### src/design/lss_pkg.sv
// ----------------------------------------------------------------------------
// lss_pkg
// shared sizes, command codes and result status codes for the lifo stack
// ----------------------------------------------------------------------------
package lss_pkg;

    localparam int unsigned STACK_DEPTH = 64;
    localparam int unsigned ADDR_W      = (STACK_DEPTH > 1) ? $clog2(STACK_DEPTH) : 1;
    localparam int unsigned CNT_W       = $clog2(STACK_DEPTH + 1);
    localparam int unsigned DATA_W      = 32;
    localparam int unsigned POS_W       = 6;
    localparam int unsigned POS_MAX     = 63;

    localparam logic [1:0] CMD_PUSH   = 2'd0;
    localparam logic [1:0] CMD_POP    = 2'd1;
    localparam logic [1:0] CMD_SEARCH = 2'd2;

    typedef enum logic [2:0] {
        ST_PUSHED = 3'd0,
        ST_FULL   = 3'd1,
        ST_POPPED = 3'd2,
        ST_EMPTY  = 3'd3,
        ST_SEARCH = 3'd4
    } status_t;

endpackage

### src/design/lss_ram.sv
// ----------------------------------------------------------------------------
// lss_ram
// simple dual port synchronous ram, one write and one registered read port
// ----------------------------------------------------------------------------
module lss_ram #(
    parameter int unsigned DEPTH  = 64,
    parameter int unsigned WIDTH  = 32,
    parameter int unsigned ADDR_W = (DEPTH > 1) ? $clog2(DEPTH) : 1
) (
    input  logic              clk,
    input  logic              wr_en,
    input  logic [ADDR_W-1:0] wr_addr,
    input  logic [WIDTH-1:0]  wr_data,
    input  logic              rd_en,
    input  logic [ADDR_W-1:0] rd_addr,
    output logic [WIDTH-1:0]  rd_data
);

    logic [WIDTH-1:0] mem [DEPTH];

    always_ff @(posedge clk)
    begin
        if (wr_en)
        begin
            mem[wr_addr] <= wr_data;
        end
    end

    always_ff @(posedge clk)
    begin
        if (rd_en)
        begin
            rd_data <= mem[rd_addr];
        end
    end

endmodule

### src/design/lss_ctrl.sv
// ----------------------------------------------------------------------------
// lss_ctrl
// command sequencer: fill count, pop read wait and the top-down search walk
// ----------------------------------------------------------------------------
module lss_ctrl import lss_pkg::*; (
    input  logic                     clk,
    input  logic                     rst_n,
    input  logic                     start,
    input  logic [1:0]               cmd,
    input  logic signed [DATA_W-1:0] value_in,
    output logic                     busy,
    output logic                     done,
    output status_t                  status,
    output logic signed [DATA_W-1:0] popped_value,
    output logic                     found,
    output logic [POS_W-1:0]         match_position,
    output logic                     ram_wr_en,
    output logic [ADDR_W-1:0]        ram_wr_addr,
    output logic [DATA_W-1:0]        ram_wr_data,
    output logic                     ram_rd_en,
    output logic [ADDR_W-1:0]        ram_rd_addr,
    input  logic [DATA_W-1:0]        ram_rd_data
);

    typedef enum logic [2:0] {
        S_IDLE = 3'b001,
        S_POP  = 3'b010,
        S_SRCH = 3'b100
    } state_t;

    state_t              state_reg, state_next;
    logic [CNT_W-1:0]    count_reg, count_next;
    logic [ADDR_W-1:0]   pos_reg, pos_next;
    logic [DATA_W-1:0]   key_reg, key_next;
    logic                done_reg, done_next;
    status_t             status_reg, status_next;
    logic [DATA_W-1:0]   popped_reg, popped_next;
    logic                found_reg, found_next;
    logic [POS_W-1:0]    mpos_reg, mpos_next;

    logic [CNT_W-1:0]    top_sum;
    logic [CNT_W-1:0]    walk_sum;
    logic [POS_W-1:0]    sat_pos;

    assign top_sum  = count_reg - CNT_W'(1);
    // address of the entry one below the one now being compared
    assign walk_sum = count_reg - CNT_W'(pos_reg) - CNT_W'(2);
    assign sat_pos  = (32'(pos_reg) > POS_MAX) ? POS_W'(POS_MAX) : POS_W'(pos_reg);

    always_comb
    begin
        state_next  = state_reg;
        count_next  = count_reg;
        pos_next    = pos_reg;
        key_next    = key_reg;
        done_next   = 1'b0;
        status_next = status_reg;
        popped_next = popped_reg;
        found_next  = found_reg;
        mpos_next   = mpos_reg;
        ram_wr_en   = 1'b0;
        ram_wr_addr = count_reg[ADDR_W-1:0];
        ram_wr_data = value_in;
        ram_rd_en   = 1'b0;
        ram_rd_addr = top_sum[ADDR_W-1:0];

        unique case (state_reg)
            S_IDLE:
            begin
                if (start)
                begin
                    case (cmd)
                        CMD_PUSH:
                        begin
                            done_next   = 1'b1;
                            popped_next = '0;
                            found_next  = 1'b0;
                            mpos_next   = '0;
                            if (count_reg == CNT_W'(STACK_DEPTH))
                            begin
                                status_next = ST_FULL;
                            end
                            else
                            begin
                                status_next = ST_PUSHED;
                                ram_wr_en   = 1'b1;
                                count_next  = count_reg + CNT_W'(1);
                            end
                        end
                        CMD_POP:
                        begin
                            if (count_reg == '0)
                            begin
                                done_next   = 1'b1;
                                status_next = ST_EMPTY;
                                popped_next = '0;
                                found_next  = 1'b0;
                                mpos_next   = '0;
                            end
                            else
                            begin
                                ram_rd_en  = 1'b1;
                                count_next = top_sum;
                                state_next = S_POP;
                            end
                        end
                        CMD_SEARCH:
                        begin
                            if (count_reg == '0)
                            begin
                                done_next   = 1'b1;
                                status_next = ST_SEARCH;
                                popped_next = '0;
                                found_next  = 1'b0;
                                mpos_next   = '0;
                            end
                            else
                            begin
                                ram_rd_en  = 1'b1;
                                key_next   = value_in;
                                pos_next   = '0;
                                state_next = S_SRCH;
                            end
                        end
                        default:
                        begin
                            // unused command: no result, no change
                        end
                    endcase
                end
            end
            S_POP:
            begin
                done_next   = 1'b1;
                status_next = ST_POPPED;
                popped_next = ram_rd_data;
                found_next  = 1'b0;
                mpos_next   = '0;
                state_next  = S_IDLE;
            end
            S_SRCH:
            begin
                if (ram_rd_data == key_reg)
                begin
                    done_next   = 1'b1;
                    status_next = ST_SEARCH;
                    popped_next = '0;
                    found_next  = 1'b1;
                    mpos_next   = sat_pos;
                    state_next  = S_IDLE;
                end
                else if (CNT_W'(pos_reg) + CNT_W'(1) == count_reg)
                begin
                    // bottom reached without a match
                    done_next   = 1'b1;
                    status_next = ST_SEARCH;
                    popped_next = '0;
                    found_next  = 1'b0;
                    mpos_next   = '0;
                    state_next  = S_IDLE;
                end
                else
                begin
                    ram_rd_en   = 1'b1;
                    ram_rd_addr = walk_sum[ADDR_W-1:0];
                    pos_next    = pos_reg + ADDR_W'(1);
                end
            end
            default:
            begin
                state_next = S_IDLE;
            end
        endcase
    end

    always_ff @(posedge clk or negedge rst_n)
    begin
        if (!rst_n)
        begin
            state_reg <= S_IDLE;
            count_reg <= '0;
            done_reg  <= 1'b0;
        end
        else
        begin
            state_reg <= state_next;
            count_reg <= count_next;
            done_reg  <= done_next;
        end
    end

    always_ff @(posedge clk)
    begin
        pos_reg    <= pos_next;
        key_reg    <= key_next;
        status_reg <= status_next;
        popped_reg <= popped_next;
        found_reg  <= found_next;
        mpos_reg   <= mpos_next;
    end

    assign busy           = (state_reg != S_IDLE);
    assign done           = done_reg;
    assign status         = status_reg;
    assign popped_value   = popped_reg;
    assign found          = found_reg;
    assign match_position = mpos_reg;

endmodule

### src/design/lifo_stack_with_search.sv
// ----------------------------------------------------------------------------
// lifo_stack_with_search
// last-in first-out stack of signed 32-bit words with a top-down search
// ----------------------------------------------------------------------------
// usage:
//   a command transaction is taken at a clock edge where start is high and
//   busy is low: cmd selects push, pop or search, value_in is the word to
//   push or the search key. every push, pop or search gives one result,
//   shown for exactly one cycle while done is high; the unused command code
//   gives none. the receiver cannot stall, so results must be taken as shown.
// command flow:
//   push and the failing cases (full, empty, search on an empty stack) give
//   their result in the cycle after the command and busy stays low, so one
//   command per cycle. a pop holds busy high in a state that waits for the
//   registered ram read. a search reads one entry per cycle from the top
//   down through the single ram read port and stops at the first match, or
//   after the bottom entry when nothing matches; busy is high meanwhile.
// reset:
//   clears the fill count and the sequencer; the ram holds no reset value,
//   entries are only read after a push has written them.
// ----------------------------------------------------------------------------
module lifo_stack_with_search import lss_pkg::*; (
    input  logic                     clk,
    input  logic                     rst_n,
    input  logic                     start,
    input  logic [1:0]               cmd,
    input  logic signed [DATA_W-1:0] value_in,
    output logic                     busy,
    output logic                     done,
    output status_t                  status,
    output logic signed [DATA_W-1:0] popped_value,
    output logic                     found,
    output logic [POS_W-1:0]         match_position
);

    logic              ram_wr_en;
    logic [ADDR_W-1:0] ram_wr_addr;
    logic [DATA_W-1:0] ram_wr_data;
    logic              ram_rd_en;
    logic [ADDR_W-1:0] ram_rd_addr;
    logic [DATA_W-1:0] ram_rd_data;

    lss_ctrl u_ctrl (
        .clk            (clk),
        .rst_n          (rst_n),
        .start          (start),
        .cmd            (cmd),
        .value_in       (value_in),
        .busy           (busy),
        .done           (done),
        .status         (status),
        .popped_value   (popped_value),
        .found          (found),
        .match_position (match_position),
        .ram_wr_en      (ram_wr_en),
        .ram_wr_addr    (ram_wr_addr),
        .ram_wr_data    (ram_wr_data),
        .ram_rd_en      (ram_rd_en),
        .ram_rd_addr    (ram_rd_addr),
        .ram_rd_data    (ram_rd_data)
    );

    lss_ram #(
        .DEPTH  (STACK_DEPTH),
        .WIDTH  (DATA_W),
        .ADDR_W (ADDR_W)
    ) u_ram (
        .clk     (clk),
        .wr_en   (ram_wr_en),
        .wr_addr (ram_wr_addr),
        .wr_data (ram_wr_data),
        .rd_en   (ram_rd_en),
        .rd_addr (ram_rd_addr),
        .rd_data (ram_rd_data)
    );

`ifndef SYNTHESIS
    // a result only follows an accepted command or a cycle of work
    a_done_has_cause: assert property (@(posedge clk) disable iff (!rst_n)
        done |-> ($past(start && !busy) || $past(busy)))
        else $error("result without a pending transaction");

    // a push always gives its result in the next cycle without raising busy
    a_push_single_cycle: assert property (@(posedge clk) disable iff (!rst_n)
        (start && !busy && cmd == CMD_PUSH) |=> (done && !busy))
        else $error("push did not complete in one cycle");

    // search fields stay clear on any other result
    a_search_fields: assert property (@(posedge clk) disable iff (!rst_n)
        (done && status != ST_SEARCH) |-> (!found && match_position == '0))
        else $error("search fields set on a non-search result");

    // a found result is always a search result
    a_found_is_search: assert property (@(posedge clk) disable iff (!rst_n)
        (done && found) |-> (status == ST_SEARCH && popped_value == '0))
        else $error("found set outside a search result");
`endif

endmodule

### config.mk
export PLATFORM = sky130hd
export DESIGN_NAME = lifo_stack_with_search
export DESIGN_NICKNAME = d
export VERILOG_FILES = /design/src/design/lss_pkg.sv /design/src/design/lss_ram.sv /design/src/design/lss_ctrl.sv /design/src/design/lifo_stack_with_search.sv
export SDC_FILE = /design/constraint.sdc
export NUM_CORES = 2
export LEC_CHECK = 0
export BUFFER_PORTS_ARGS = -buffer_cell sky130_fd_sc_hd__buf_2
export CORE_MARGIN = 3
export CORE_UTILIZATION = 50
export DETAILED_ROUTE_END_ITERATION = 10
export GPL_ROUTABILITY_DRIVEN = 0
export PLACE_DENSITY = 0.63
export SKIP_CTS_REPAIR_TIMING = 1
export SYNTH_ARGS = -nofsm -noshare
export SYNTH_HDL_FRONTEND = slang
export SYNTH_SLANG_ARGS = --single-unit
### constraint.sdc
create_clock -name clk -period 13.2 [get_ports clk]
set_input_delay 1.98 -clock clk [delete_from_list [all_inputs] [get_ports clk]]
set_output_delay 1.98 -clock clk [all_outputs]
set_load 0.1 [all_outputs]
-- Word level (Yosys, flattened, before mapping)
Memories as Yosys holds them, arrays and structs flattened. A register that Yosys moved wholly into a read port is not among the register bits.
Index checks and enable logic that the tools add are counted.
- bits in registers: 91
- RAM bits: 2048
- word-level logic and storage cells: 117
- memories kept: 1
- add/subtract/negate cells: 6
- eq/ne operators: 25
- multiplexer cells: 63
- bitwise logic cells: 1
- reductions and logical operators: 12
- memory list (name ; depth ; width ; read ports ; clocked after Yosys merged registers in ; write ports ; line ; text):
    u_ram.mem ; 64 ; 32 ; 1 ; 1 ; 1 ; lss_ram.sv:19 ; logic [WIDTH-1:0] mem [DEPTH];
- operators with widths (operator ; number):
    32-bit two-way mux ; 4
    32-bit case mux with 3 select lines ; 1
    6-bit two-way mux ; 12
    32-bit case mux with 2 select lines ; 1
    32-bit equality test ; 1
    3-bit two-way mux ; 10
    6-bit case mux with 2 select lines ; 2
    1-bit two-way mux ; 20
    3-bit case mux with 3 select lines ; 2
    6-bit case mux with 3 select lines ; 1
    5-bit AND reduction ; 3
    7-bit two-way mux ; 2
    2-bit != test, second input constant ; 7
    7-bit case mux with 2 select lines ; 1
    3-bit != test, second input constant ; 4
    3-bit case mux with 2 select lines ; 2
    6-bit AND reduction ; 2
    3-bit by 2-bit != test with 1-bit output, second input constant ; 3
    6-bit by 1-bit adder with 7-bit output, second input constant ; 1
    7-bit by 1-bit adder with 7-bit output, second input constant ; 1
    7-bit equality test ; 1
    7-bit equality test, second input constant ; 1
    7-bit zero test ; 1
    7-bit by 1-bit subtractor with 7-bit output, second input constant ; 1
    other kinds (18) ; 23

-- Logic depth before layout (Yosys ltp)
- depth in word-level cells: 7
- gate-level depth with buffers: 18

-- Hierarchy
A second synthesis with hierarchy kept.
- cells, all modules: 3713
- area, all modules: 83581.4 um^2
- modules (own cells, without submodules) (module ; instances ; cells an instance ; area each (um^2) ; sequential area each (um^2)):
    lss_ram ; 1 ; 3328 ; 78850.6 ; 62459.9
    lss_ctrl ; 1 ; 385 ; 4730.8 ; 2678.8

-- Worst setup path before layout
OpenSTA, ideal clock, no wires.
- path kind: in2reg
- start: input cmd[0]
- end: register u_ram.rd_data[0] (read register of u_ram.mem) (enable)
- library setup time: 470 ps
- arrival: 4887 ps
- data required time: 12730 ps
- setup slack: 7843 ps
- stages on the path: 4
- buffers on the path: 0
- cells stage by stage: inv_1 ha_1 nand2_1 o31ai_1
- longest elaborated chain between the ends: 5
- elaborated cells on any way between the ends: 6
- those cells by class: eq/ne: 2; mux: 3; reduce/logical: 1
- RTL lines (element ; line ; text):
    from (decl) ; lifo_stack_with_search.sv:26 ; input logic [1:0] cmd,
    2-bit by 1-bit equality test with 1-bit output / 2-bit equality test (equally long branches) ; lss_ctrl.sv:72 ; case (cmd)
    2-bit OR reduction (no source line) (*) ; -- ;
    1-bit two-way mux (*) ; -- ;
    1-bit two-way mux (*) ; lss_ctrl.sv:70 ; if (start)
    1-bit case mux with 2 select lines (*) ; lss_ctrl.sv:67 ; unique case (state_reg)
    named net ram_rd_en ; lifo_stack_with_search.sv:39 ; logic ram_rd_en;
    to (decl) ; lss_ram.sv:16 ; output logic [WIDTH-1:0] rd_data
Mark *: on every way through the listed nets, which the timed path passes. The rest lies on a longest branch.
A chain may end at the register's enable or synchronous reset.

-- Worst setup path in the final report
- start: register u_ctrl.count_reg[0]
- end: register u_ram.rd_data[0] (read register of u_ram.mem) (data pin)
- longest elaborated chain between the ends: 5
- elaborated cells on any way between the ends: 14
- those cells by class: add/sub: 3; eq/ne: 1; mux: 9; reduce/logical: 1
- RTL lines (element ; line ; text):
    from (decl) ; lss_ctrl.sv:32 ; logic [CNT_W-1:0] count_reg, count_next;
    from (signal assigned) ; lss_ctrl.sv:187 ; count_reg <= count_next;
    6-bit subtractor / 7-bit zero test (equally long branches) ; lss_ctrl.sv:47, lss_ctrl.sv:92, lss_ctrl.sv:109 ;
    6-bit by 2-bit subtractor with 6-bit output / 1-bit two-way mux (equally long branches) ; lss_ctrl.sv:47, lss_ctrl.sv:92, lss_ctrl.sv:109 ;
    6-bit two-way mux / 1-bit two-way mux (equally long branches) ; -- ;
    6-bit two-way mux / 1-bit two-way mux (equally long branches) ; lss_ctrl.sv:143, lss_ctrl.sv:70 ;
    6-bit two-way mux / 1-bit case mux with 2 select lines (equally long branches) ; lss_ctrl.sv:67 ;
Several ways; a longest one is shown, not always the timed one.

==> impl_metrics.ini <==
[sta]
drv_slew = 0
period_minus_slack_ns = 6.77
setup-tns-final_ns = 0
skew_ns = 0.0405
tightest_slew_ns = 1.21
rsz0062_at_grt = no
min_period_over_period = 0.513
max_freq_ghz = 0.148
final-setup-viol-count = 0
hold_viol = 0
maxSlewHeadroom = 0.193

[power]
switching_share = 0.399
p_total_mw = 21.9
peakVddDrop_mv = 0.336
p_int_mw = 13.2
power_density_nw_per_um2 = 230
p_switching_mw = 8.73
seqPwrFrac = 0.362
clock_power_share = 0.255
p_leak_nw = 32.0
p_comb_frac = 0.383

[synthesis]
synth.area.mux_share = 0.0407
seq_area_frac_synth = 0.764
ys_top_cells_by_count = edfxtp_1, nand2_1, nand3_1
ys_seq_elements = 2171
synth_area_leaders = edfxtp_1, nand2_1, mux2i_1
syn_inst = 5849
synth_top_area_share = 0.761
synth_top_family_by_area = simple AND/OR/NAND/NOR gates
yosysWarnings = 0
synth_cell_types = 87
synthAdderAreaFrac = 0.00258
syn_nets = 5903
syn_area_um2 = 85200
synth_edf_count = 2160
synthArstFlopShare = 0.00507
synth-xor-area-share = 0.00656
synth.avg_cell_area_um2 = 14.6
ys.flop_type = edfxtp_1
yosys.cell_count.top_type = edfxtp_1
yosys.area_share.simple = 0.119
synth_largest_area_cell = edfxtp_1
synth_compound_area_frac = 0.0475

[floorplan]
fp.dieW_um = 419
initial_core_util = 0.506
num_rows = 150
die_area_um2 = 175000
core_area_um2 = 168000
ios = 81
die_h_um = 419

[clock_network]
htree_levels = 4
cts_sinks = 2171
cts.reportedPaths.clkPinSlew_ns = 0.06
cts_max_path_buffers = 3
insertion_delay_ns = 0.84
cts_buffers = 212
cts-root-buf = clkbuf_16
cts_tree = done

[placed_design]
dp_hpwl_um = 136000
portBuffers = 80
placed_cell_area_um2 = 88800
dp_cells = 7971

[routing]
drt_iter0_markers = 8043
drc = 0
routed_via_density = 6.26
totalWireLength_um = 255000
num_vias = 52500
dr.pass1.iters = 6
ant_nets = 1
routedWlPerCell_um = 30.4

[worst_setup_path]
crit_chain = inv_2 > ha_1 > nor3_4 > nand4_4 > nand2_4 > a21oi_4 > buf_4 > buf_12 > mux2i_1 > o22ai_1 > nor4_1 > and4_1 > nand4_1
path_class = flop to flop
path_max_fanout = 115
critPathCaptureType = flop
cp-start-kind = flop
cpMaxStageDelayCell = a21oi_4
path_delay_family = simple AND/OR/NAND/NOR gates
crit_buf_inv = 3
cp.required_ns = 13.63
slowest_delay_ns = 1.02
worstPathArrival_ns = 7.20

[layout]
finish.utilization = 0.565
final_cells = 8380
drive_gt1_frac = 0.108
fin_area_um2 = 95200
largest_reg_flops = 2048
syn_to_final_growth_pct = 11.7
regMostFlops = u_ram.mem
finalNetCount = 6035

[worst_hold_path]
min_path_type = flop to flop

[flow_run]
cap_violations = 0

[run_status]
violations = antenna violations
outcome = complete, but fails checks

[grt]
grt_overflow = 0
grt_pass1_vias = 48700
grt_max_degree = 177
grt_first_pass_wirelength_um = 361000
track_usage = 0.288
antenna_found_initial = 15
stage by stage:
step | worst slack [ns] | hold slack [ns]
floorplan | 7.84 | 0.476
global placement | 6.50 | 0.509
detailed placement | 6.46 | 0.504
CTS | 6.47 | 0.512
global route | 6.19 | 0.551
finish | 6.43 | 0.518
power by group through the flow:
stage               clock [mW]  sequential, mW  combinational, mW
finish                    5.59            7.92               8.39
global route              5.92            7.93               8.89
CTS                       5.64            7.91               8.31
detailed placement           0            8.06               8.27
global placement             0            8.05               8.22
floorplan                    0            8.20               5.24
cell families (layout without fill, tap and decap cells):
| kind of cell | count (synthesis) | count (layout) |
|---|---|---|
| xor gates and xnor gates | 63 | 63 |
| AOI/OAI and AO/OA | 624 | 624 |
| muxes | 327 | 327 |
| buffers and inverters | 344 | 658 |
| DFF | 2171 | 2171 |
| and+or+nand+nor | 2303 | 2303 |
| adders and majority gates | 17 | 17 |
| other | 0 | 13 |
routing by layer:
| metal | track usage | vias to the layer above | part of all wire |
|---|---|---|---|
| met1 | 0.417 | 26600 | 0.40 |
| li1 | - | 22300 | - |
| met3 | 0.0479 | 445 | 0.10 |
| met2 | 0.441 | 3100 | 0.46 |
| met4 | 0.110 | 4 | 0.041 |
| met5 | 0 | - | 0.00011 |
worst register-to-register path, cell delays in order, from the launching register on:
cell     delay, ns
dfrtp_1       0.71
inv_2         0.26
ha_1          0.68
nor3_4        0.11
nand4_4       0.17
nand2_4       0.41
a21oi_4       1.03
buf_4         0.47
buf_12        0.58
mux2i_1       0.47
o22ai_1       0.12
nor4_1        0.47
and4_1        0.51
nand4_1       0.41
path summary, 6_finish.rpt:
kind,start,end,slack [ns],depth (start not counted)
setup / recovery,u_ctrl.count_reg[0],u_ram.rd_data[0],6.43,13
hold / removal,u_ctrl.state_reg[0],u_ctrl.state_reg[0],0.52,2
setup reg to reg,u_ctrl.count_reg[0],u_ram.rd_data[0],6.43,13
hold reg to reg,u_ctrl.state_reg[0],u_ctrl.state_reg[0],0.52,2
max in group asynchronous,rst_n,u_ctrl.state_reg[0],11.89,1
min in group asynchronous,rst_n,u_ctrl.count_reg[2],1.04,1
area by class of cell:
type | instances | area (um^2)
Clock buffer | 260 | 5530
Fill cell | 13100 | 73200
Tap cell | 2204 | 2760
Sequential cell | 2171 | 65100
Antenna cell | 13 | 32.5
Inverter | 24 | 90.1
Multi-Input combinational cell | 3334 | 19100
Timing Repair Buffer | 238 | 1710
Clock inverter | 136 | 820
layout by cell type (no fill, tap or decap), drive strengths merged, types with 15 or more instances in the layout:
master and instances:
or3 20, or4 18, nand4 114, nor4 50
o22ai 116, a22oi 15, edfxtp 2160, inv 30
nand3 462, buf 238, xnor2 51, a31oi 130
and3 33, nor2 113, and2 43, mux2i 309
clkinv 123, nor3 22, nand2 1411, a21oi 199
clkbuf 260, o21ai 36, a211oi 16, a32oi 23
ha 16
Note: power is estimated with default switching activity, not from simulation.
